**config.mk**
```make
export PLATFORM = sky130hd
export DESIGN_NAME = radix_digit_emitter_top
export DESIGN_NICKNAME = d
export VERILOG_FILES = /design/src/rtl/rde_pkg.sv /design/src/rtl/rde_front.sv /design/src/rtl/rde_back.sv /design/src/rtl/radix_digit_emitter_top.sv
export VERILOG_INCLUDE_DIRS = /design/src /design/src/rtl
export SDC_FILE = /design/constraint.sdc
export NUM_CORES = 1
export LEC_CHECK = 0
export BUFFER_PORTS_ARGS = -buffer_cell sky130_fd_sc_hd__buf_2
export CORE_MARGIN = 2
export CORE_UTILIZATION = 39
export DETAILED_ROUTE_END_ITERATION = 16
export PLACE_DENSITY_LB_ADDON = 0.05
export RECOVER_POWER = 25
export REMOVE_ABC_BUFFERS = 1
export SLEW_MARGIN = 20
export SYNTH_ARGS = -nofsm -noshare
export SYNTH_HDL_FRONTEND = slang
export SYNTH_SLANG_ARGS = --single-unit
```
**constraint.sdc**
```tcl
create_clock -name i_clk -period 26 [get_ports i_clk]
set_input_delay 2.6 -clock i_clk [delete_from_list [all_inputs] [get_ports i_clk]]
set_output_delay 2.6 -clock i_clk [all_outputs]
set_load 0.005 [all_outputs]
```
**src/rtl/radix_digit_emitter_top_defines.svh**
```systemverilog
// Assertion macros shared by the radix digit emitter modules.
`ifndef RADIX_DIGIT_EMITTER_TOP_DEFINES_SVH
`define RADIX_DIGIT_EMITTER_TOP_DEFINES_SVH

// Same-cycle implication, disabled while reset is held.
`define RDE_CHECK(label, ante, cons) \
    label: assert property (@(posedge i_clk) disable iff (!i_rst_n) (ante) |-> (cons)) \
        else $error("radix digit emitter check failed");

// Next-cycle implication, disabled while reset is held.
`define RDE_CHECK_NEXT(label, ante, cons) \
    label: assert property (@(posedge i_clk) disable iff (!i_rst_n) (ante) |=> (cons)) \
        else $error("radix digit emitter check failed");

`endif

```
**src/rtl/rde_pkg.sv**
```systemverilog
// Package with types, constants and helpers of the radix digit emitter.
package rde_pkg;

    // Value and field widths
    localparam int VALUE_WIDTH = 64;
    localparam int NUMBER_W    = 64;
    localparam int RADIX_W     = 5;
    localparam int DIGIT_W     = 4;
    localparam int CHAR_W      = 7;
    localparam int COUNT_W     = 7;

    // Digit store
    localparam int STORE_DEPTH = 64;
    localparam int ADDR_W      = $clog2(STORE_DEPTH);

    // Division: STEP_BITS quotient bits per cycle
    localparam int STEP_BITS  = 8;
    localparam int DIV_CHUNKS = (VALUE_WIDTH + STEP_BITS - 1) / STEP_BITS;
    localparam int PAD_W      = DIV_CHUNKS * STEP_BITS;
    localparam int CHUNK_W    = $clog2(DIV_CHUNKS + 1);

    // Queue between front and back
    localparam int QUEUE_DEPTH = 2;
    localparam int QPTR_W      = $clog2(QUEUE_DEPTH);
    localparam int FILL_W      = $clog2(QUEUE_DEPTH + 1);

    // Radix limits
    localparam logic [RADIX_W-1:0] RADIX_MIN = 5'd2;
    localparam logic [RADIX_W-1:0] RADIX_MAX = 5'd16;

    // ASCII anchors
    localparam logic [CHAR_W-1:0] CHAR_ZERO    = 7'h30;
    localparam logic [CHAR_W-1:0] CHAR_UPPER_A = 7'h41;
    localparam logic [CHAR_W-1:0] CHAR_LOWER_A = 7'h61;
    localparam logic [DIGIT_W-1:0] DIGIT_TEN   = 4'd10;

    typedef struct packed {
        logic [NUMBER_W-1:0] number;
        logic [RADIX_W-1:0]  radix;
        logic                signed_mode;
        logic                upper_case;
    } t_in_item;

    typedef struct packed {
        logic [CHAR_W-1:0]  digit_char;
        logic               last_digit;
        logic [COUNT_W-1:0] digit_count;
    } t_out_item;

    // Normalized job handed from front to back
    typedef struct packed {
        logic [VALUE_WIDTH-1:0] magnitude;
        logic [RADIX_W-1:0]     radix;
        logic                   upper;
    } t_job;

    typedef enum logic [1:0] {
        ST_IDLE,
        ST_DIV,
        ST_EMIT
    } t_back_state;

    // Map a digit value to its ASCII code
    function automatic logic [CHAR_W-1:0] digit_ascii(input logic [DIGIT_W-1:0] d,
                                                      input logic upper);
        logic [CHAR_W-1:0] off;
        off = CHAR_W'(d - DIGIT_TEN);
        if (d < DIGIT_TEN) begin
            digit_ascii = CHAR_ZERO + CHAR_W'(d);
        end else if (upper) begin
            digit_ascii = CHAR_UPPER_A + off;
        end else begin
            digit_ascii = CHAR_LOWER_A + off;
        end
    endfunction

endpackage

```
**src/rtl/rde_front.sv**
```systemverilog
// Front end: accept items, normalize radix, sign and case, and queue them.
module rde_front (
    input  logic              i_clk,
    input  logic              i_rst_n,
    input  logic              i_valid,
    output logic              o_stall,
    input  rde_pkg::t_in_item i_item,
    output rde_pkg::t_job     o_job,
    output logic              o_job_valid,
    input  logic              i_job_pop
);

    rde_pkg::t_job                    r_q [rde_pkg::QUEUE_DEPTH];
    logic [rde_pkg::QPTR_W-1:0]       r_wr_ptr;
    logic [rde_pkg::QPTR_W-1:0]       r_rd_ptr;
    logic [rde_pkg::FILL_W-1:0]       r_fill;
    logic [rde_pkg::FILL_W-1:0]       n_fill;
    logic                             push;
    logic [rde_pkg::VALUE_WIDTH-1:0]  value;
    rde_pkg::t_job                    job_in;

    // Classify the item: saturate radix, take magnitude, force upper case when signed
    always_comb begin
        value = i_item.number[rde_pkg::VALUE_WIDTH-1:0];
        job_in.upper = i_item.upper_case | i_item.signed_mode;
        if (i_item.signed_mode && value[rde_pkg::VALUE_WIDTH-1]) begin
            job_in.magnitude = ~value + rde_pkg::VALUE_WIDTH'(1);
        end else begin
            job_in.magnitude = value;
        end
        if (i_item.radix inside {[5'd0:5'd1]}) begin
            job_in.radix = rde_pkg::RADIX_MIN;
        end else if (i_item.radix > rde_pkg::RADIX_MAX) begin
            job_in.radix = rde_pkg::RADIX_MAX;
        end else begin
            job_in.radix = i_item.radix;
        end
    end

    assign o_stall     = (r_fill == rde_pkg::FILL_W'(rde_pkg::QUEUE_DEPTH));
    assign push        = i_valid && !o_stall;
    assign o_job_valid = (r_fill != '0);
    assign o_job       = r_q[r_rd_ptr];

    // Track queue occupancy
    always_comb begin
        n_fill = r_fill;
        if (push && !i_job_pop) begin
            n_fill = r_fill + rde_pkg::FILL_W'(1);
        end else if (!push && i_job_pop) begin
            n_fill = r_fill - rde_pkg::FILL_W'(1);
        end
    end

    // Advance pointers and occupancy
    always_ff @(posedge i_clk) begin
        if (!i_rst_n) begin
            r_wr_ptr <= '0;
            r_rd_ptr <= '0;
            r_fill   <= '0;
        end else begin
            r_fill <= n_fill;
            if (push) begin
                r_wr_ptr <= r_wr_ptr + rde_pkg::QPTR_W'(1);
            end
            if (i_job_pop) begin
                r_rd_ptr <= r_rd_ptr + rde_pkg::QPTR_W'(1);
            end
        end
    end

    // Hold queued jobs
    always_ff @(posedge i_clk) begin
        if (push) begin
            r_q[r_wr_ptr] <= job_in;
        end
    end

`include "radix_digit_emitter_top_defines.svh"

    `RDE_CHECK(a_fill_bound, 1'b1, r_fill <= rde_pkg::FILL_W'(rde_pkg::QUEUE_DEPTH))
    `RDE_CHECK(a_pop_nonempty, i_job_pop, r_fill != '0)
    `RDE_CHECK_NEXT(a_fill_inc, push && !i_job_pop, r_fill == $past(r_fill) + rde_pkg::FILL_W'(1))

endmodule

```
**src/rtl/rde_back.sv**
```systemverilog
// Back end: divide the magnitude digit by digit, store digits, emit them in reverse.
module rde_back (
    input  logic               i_clk,
    input  logic               i_rst_n,
    input  rde_pkg::t_job      i_job,
    input  logic               i_job_valid,
    output logic               o_job_pop,
    output logic               o_valid,
    input  logic               i_stall,
    output rde_pkg::t_out_item o_item
);

    rde_pkg::t_back_state             r_state;
    rde_pkg::t_back_state             n_state;

    logic [rde_pkg::DIGIT_W-1:0]      r_store [rde_pkg::STORE_DEPTH];

    logic [rde_pkg::PAD_W-1:0]        r_val;
    logic [rde_pkg::RADIX_W-1:0]      r_radix;
    logic                             r_upper;
    logic [rde_pkg::DIGIT_W-1:0]      r_rem;
    logic [rde_pkg::CHUNK_W-1:0]      r_chunk;
    logic                             r_qnz;
    logic [rde_pkg::COUNT_W-1:0]      r_count;
    logic [rde_pkg::COUNT_W-1:0]      r_rd_left;
    logic                             r_rd_pend;
    logic [rde_pkg::DIGIT_W-1:0]      r_rd_data;
    logic                             r_rd_last;
    logic                             r_out_valid;
    rde_pkg::t_out_item               r_out;

    logic [rde_pkg::STEP_BITS-1:0]    chunk_in;
    logic [rde_pkg::DIGIT_W:0]        div_acc;
    logic [rde_pkg::DIGIT_W-1:0]      div_rem;
    logic [rde_pkg::STEP_BITS-1:0]    div_q;
    logic                             last_chunk;
    logic                             digit_done;
    logic                             finish_div;
    logic                             more_digits;
    logic                             rd_en;
    logic                             load;
    logic [rde_pkg::ADDR_W-1:0]       rd_addr;

    // Store address of the next digit to read
    function automatic logic [rde_pkg::ADDR_W-1:0] rd_addr_of(
        input logic [rde_pkg::COUNT_W-1:0] left);
        logic [rde_pkg::COUNT_W-1:0] idx;
        idx = left - rde_pkg::COUNT_W'(1);
        rd_addr_of = idx[rde_pkg::ADDR_W-1:0];
    endfunction

    // One division chunk: STEP_BITS restoring steps on the narrow remainder
    assign chunk_in = r_val[rde_pkg::PAD_W-1 -: rde_pkg::STEP_BITS];

    always_comb begin
        div_rem = r_rem;
        div_acc = '0;
        div_q   = '0;
        for (int i = 0; i < rde_pkg::STEP_BITS; i++) begin
            div_acc = {div_rem, chunk_in[rde_pkg::STEP_BITS-1-i]};
            if (div_acc >= r_radix) begin
                div_q[rde_pkg::STEP_BITS-1-i] = 1'b1;
                div_acc = div_acc - r_radix;
            end
            div_rem = div_acc[rde_pkg::DIGIT_W-1:0];
        end
    end

    assign last_chunk  = (r_chunk == rde_pkg::CHUNK_W'(rde_pkg::DIV_CHUNKS - 1));
    assign digit_done  = (r_state == rde_pkg::ST_DIV) && last_chunk;
    assign more_digits = (r_qnz || (div_q != '0))
                         && (r_count != rde_pkg::COUNT_W'(rde_pkg::STORE_DEPTH - 1));
    assign finish_div  = digit_done && !more_digits;
    assign rd_addr     = rd_addr_of(r_rd_left);

    // Next state
    always_comb begin
        n_state = r_state;
        case (r_state)
            rde_pkg::ST_IDLE: begin
                if (i_job_valid) begin
                    n_state = rde_pkg::ST_DIV;
                end
            end
            rde_pkg::ST_DIV: begin
                if (finish_div) begin
                    n_state = rde_pkg::ST_EMIT;
                end
            end
            rde_pkg::ST_EMIT: begin
                if ((r_rd_left == '0) && (!r_rd_pend || load)) begin
                    n_state = rde_pkg::ST_IDLE;
                end
            end
            default: n_state = rde_pkg::ST_IDLE;
        endcase
    end

    // State outputs: pop, store read, output load
    always_comb begin
        o_job_pop = 1'b0;
        rd_en     = 1'b0;
        load      = r_rd_pend && (!r_out_valid || !i_stall);
        case (r_state)
            rde_pkg::ST_IDLE: begin
                o_job_pop = i_job_valid;
            end
            rde_pkg::ST_EMIT: begin
                rd_en = (r_rd_left != '0) && (!r_rd_pend || load);
            end
            default: begin
                o_job_pop = 1'b0;
            end
        endcase
    end

    // Control registers
    always_ff @(posedge i_clk) begin
        if (!i_rst_n) begin
            r_state     <= rde_pkg::ST_IDLE;
            r_count     <= '0;
            r_chunk     <= '0;
            r_qnz       <= 1'b0;
            r_rd_left   <= '0;
            r_rd_pend   <= 1'b0;
            r_out_valid <= 1'b0;
        end else begin
            r_state <= n_state;
            if (o_job_pop) begin
                r_count <= '0;
                r_chunk <= '0;
                r_qnz   <= 1'b0;
            end else if (r_state == rde_pkg::ST_DIV) begin
                if (last_chunk) begin
                    r_chunk <= '0;
                    r_qnz   <= 1'b0;
                    r_count <= r_count + rde_pkg::COUNT_W'(1);
                end else begin
                    r_chunk <= r_chunk + rde_pkg::CHUNK_W'(1);
                    r_qnz   <= r_qnz | (div_q != '0);
                end
            end
            if (finish_div) begin
                r_rd_left <= r_count + rde_pkg::COUNT_W'(1);
            end else if (rd_en) begin
                r_rd_left <= r_rd_left - rde_pkg::COUNT_W'(1);
            end
            if (rd_en) begin
                r_rd_pend <= 1'b1;
            end else if (load) begin
                r_rd_pend <= 1'b0;
            end
            if (load) begin
                r_out_valid <= 1'b1;
            end else if (!i_stall) begin
                r_out_valid <= 1'b0;
            end
        end
    end

    // Datapath registers and digit store
    always_ff @(posedge i_clk) begin
        if (o_job_pop) begin
            r_val   <= rde_pkg::PAD_W'(i_job.magnitude);
            r_radix <= i_job.radix;
            r_upper <= i_job.upper;
            r_rem   <= '0;
        end else if (r_state == rde_pkg::ST_DIV) begin
            r_val <= (r_val << rde_pkg::STEP_BITS) | rde_pkg::PAD_W'(div_q);
            r_rem <= last_chunk ? '0 : div_rem;
        end
        if (digit_done) begin
            r_store[r_count[rde_pkg::ADDR_W-1:0]] <= div_rem;
        end
        if (rd_en) begin
            r_rd_data <= r_store[rd_addr];
            r_rd_last <= (r_rd_left == rde_pkg::COUNT_W'(1));
        end
        if (load) begin
            r_out.digit_char  <= rde_pkg::digit_ascii(r_rd_data, r_upper);
            r_out.last_digit  <= r_rd_last;
            r_out.digit_count <= r_rd_last ? r_count : '0;
        end
    end

    assign o_valid = r_out_valid;
    assign o_item  = r_out;

`include "radix_digit_emitter_top_defines.svh"

    `RDE_CHECK(a_rem_below_radix, r_state == rde_pkg::ST_DIV, r_rem < r_radix)
    `RDE_CHECK(a_read_in_emit, r_rd_pend, r_state == rde_pkg::ST_EMIT)
    `RDE_CHECK(a_count_bound, 1'b1, r_count <= rde_pkg::COUNT_W'(rde_pkg::STORE_DEPTH))
    `RDE_CHECK(a_count_on_last, o_valid, o_item.last_digit == (o_item.digit_count != '0))

endmodule

```
**src/rtl/radix_digit_emitter_top.sv**
```systemverilog
// Flow: an item is queued at acceptance and popped the next cycle when the back end is
// idle; division yields one digit per pass over the value chunks, and the stored digits
// are then read out in reverse. Throughput: one digit per cycle on output while i_stall
// is low; the next item is popped after the last digit is loaded; up to 64 digits per item.
// Reset: synchronous active low; clears queue, state machine, counts and output valid.
// The digit store is not cleared and needs no clearing pass.
module radix_digit_emitter_top (
    input  logic               i_clk,
    input  logic               i_rst_n,
    input  logic               i_valid,
    output logic               o_stall,
    input  rde_pkg::t_in_item  i_item,
    output logic               o_valid,
    input  logic               i_stall,
    output rde_pkg::t_out_item o_item
);

    rde_pkg::t_job job;
    logic          job_valid;
    logic          job_pop;

    // Accept and classify items
    rde_front u_front (
        .i_clk       (i_clk),
        .i_rst_n     (i_rst_n),
        .i_valid     (i_valid),
        .o_stall     (o_stall),
        .i_item      (i_item),
        .o_job       (job),
        .o_job_valid (job_valid),
        .i_job_pop   (job_pop)
    );

    // Convert and emit digits
    rde_back u_back (
        .i_clk       (i_clk),
        .i_rst_n     (i_rst_n),
        .i_job       (job),
        .i_job_valid (job_valid),
        .o_job_pop   (job_pop),
        .o_valid     (o_valid),
        .i_stall     (i_stall),
        .o_item      (o_item)
    );

endmodule

```
==> run metrics <==
outcome=complete, but fails checks; failing checks=capacitance limit, slew limit; H-tree depth=2; Hold Path Cell Cnt=2; final hold vios=0; Filler cells=5355; grt ovf=0; cell chosen for the clock root=clkbuf_16; Multi-input gate area=7830 µm²; Final min period=14.43 ns; DR WL/cell=21.2 µm; first-pass GRT wire length=81900 µm; critical path arrival=14.74 ns; hpwl dp=34800 µm; Mapped Area=23400 µm²; number of synthesized flops with an enable pin=486; Crit Path Max Fanout=65; Core Util, Final=0.447; flip-flop and latch area=15200 µm²; DR vias/cell=5.24; delay of the slowest critical-path stage=0.74 ns; clk sinks=518; most frequent cells in the layout=486 x edfxtp_1, 144 x nor2_1, 106 x nand2_1; crit path kind=reg2reg; Remaining DRCs=0; initial DRC count=740; sequential area share after synthesis=0.650; antenna violations before repair=13; hold buffers post-CTS=0; number of synthesis warnings=0; first drt pass iteration count=4; Crit path required time=26.31 ns; max-cap check violation count=3; Routed Antenna Nets=0; deepest clock path buffer count=3; gr usage total=0.172; Inserted Clock Buffers=55; cts repair resizes=0; layout cells sized above 1=0.174; Syn-to-layout area delta=13.0%; Synth cell types=73; family with the most delay on the worst path=compound AO/OA/AOI/OAI gates; syn avg cell area=14.7 µm²; Buffers & Inverters on Critical Path=6; via count=13166; setup bufs post-CTS=0; TritonCTS clock tree=done; R2R cell count=49; actual slew at the worst max-slew pin=3.88 ns; fin crit share=0.555; Startpoint Class=register; RSZ-0062 raised after global routing=no; Post-synth ARST share=0; Top Ports=92; number of cell rows=89; FF+latch count, synth=518; CORE AREA=59200 µm²; setup_tns=0 ns; final-stage net count=1828; GP Congestion=0.812; vias in the first global route=13557; predominant post-synthesis flop cell=edfxtp_1; slew margin rel.=-1.58; Die Y=249 µm; Slew Viols, Final=170; Critical Path Most Common Cell=ha_1; clk_lat worst skew=0.60 ns; Cells after Synth=1594; crit end category=register; Die Wd=249 µm; f_max=0.0693 GHz; die area=62100 µm²; worst hold path class=reg2reg; Crit path depth=49; largest net degree at the start of global routing=102; commonest non-fill, non-tap cell in the layout=edfxtp_1; WL final=53200 µm; # setup viols final=0; skew final=0.0264 ns; Starting Density=0.396; CP max-delay cell=edfxtp_1; IO Port Bufs=91; CTS clk-pin slew, worst paths=0.06 ns
## synthesized netlist by cell type (all sizes together), types with 4 or more instances
cell / number / area share
a21boi: 5 / 0.0016
a21o: 16 / 0.0051
a21oi: 69 / 0.015
a31oi: 13 / 0.0035
and2: 12 / 0.0033
and3: 10 / 0.0027
and4: 4 / 0.0015
buf: 9 / 0.0017
clkbuf: 57 / 0.0091
dfxtp: 32 / 0.027
edfxtp: 486 / 0.62
fa: 8 / 0.0068
ha: 52 / 0.028
inv: 53 / 0.0085
mux2: 19 / 0.0091
mux2i: 68 / 0.029
mux4: 84 / 0.081
nand2: 106 / 0.017
nand2b: 12 / 0.0032
nand3: 20 / 0.0047
nand3b: 4 / 0.0013
nand4: 4 / 0.0011
nor2: 146 / 0.023
nor2b: 13 / 0.0035
nor3: 25 / 0.0053
nor4: 8 / 0.0030
o21ai: 81 / 0.017
o22ai: 6 / 0.0016
o31ai: 7 / 0.0022
or3: 11 / 0.0034
xnor2: 47 / 0.018
xor2: 58 / 0.022
## area by class of cell
type,count,area share
Clock inverter,28,0.00907
Inverter,53,0.00751
Antenna cell,4,0.000378
Clock buffer,70,0.0541
Tap cell,773,0.0365
Timing Repair Buffer,108,0.0214
Multi-Input combinational cell,957,0.296
Sequential cell,518,0.575
## metrics by stage
step | std cells | setup slack, ns | instance area, µm² | hold WS [ns]
finish | 2511 | 11.57 | 26500 | 0.485
global route | 2510 | 10.15 | 26500 | 0.518
CTS | 2507 | 11.57 | 26500 | 0.491
detailed placement | 2409 | 11.64 | 24800 | 0.483
global placement | 2409 | 12.05 | 24800 | 0.470
floorplan | 1528 | 12.59 | 23200 | 0.454
## kinds of logic (layout without fill, tap and decap cells)
group                      count (synthesis)  count (layout)  share of synthesized area
DFF                                      518             518                      0.650
xor gates and xnor gates                 105             105                     0.0392
AOI/OAI and AO/OA                        231             231                     0.0590
other                                      0               4                          0
and+or+nand+nor                          390             390                     0.0791
buffers and inverters                    119             259                     0.0193
adders and majority gates                 60              60                     0.0346
muxes                                    171             171                      0.119
## tightest hold or removal path: stages, from the launching register on
cell and delay (ns):
dfxtp_1 0.32, nand2_1 0.06, a21oi_1 0.05
## layer usage
layer	vias to the layer above	share of wire	GRT usage
met4	18	0.021	0.0435
met5	-	0.0019	0
met1	6558	0.43	0.217
li1	6271	-	-
met3	87	0.045	0.0334
met2	232	0.51	0.303
## state kept, by name, summed over array words and instances, names as in the netlist, 2 cells and up, named ones only
signal            cells
u_back.r_radix        5
u_back.r_state        2
u_front.r_q         140
u_back.r_chunk        4
u_back.r_count        7
u_back.r_rd_left      7
u_back.r_val         64
u_back.o_item        15
u_back.r_rd_data      4
u_back.r_rem          4
u_back.r_store      256
u_front.r_fill        2
## final timing paths
kind                                  start                              end  slack [ns]
max reg2reg     u_back.r_radix[1]$_DFFE_PP_  u_back.r_store[29][1]$_DFFE_PP_       11.57
min reg2reg  u_back.r_chunk[1]$_SDFFE_PP0P_   u_back.r_chunk[1]$_SDFFE_PP0P_        0.49
max             u_back.r_radix[1]$_DFFE_PP_  u_back.r_store[29][1]$_DFFE_PP_       11.57
min          u_back.r_chunk[1]$_SDFFE_PP0P_   u_back.r_chunk[1]$_SDFFE_PP0P_        0.49
Power is left out: the tool's default activity adds up to more than one toggle a clock period on the data nets, which glitch-free logic cannot reach.
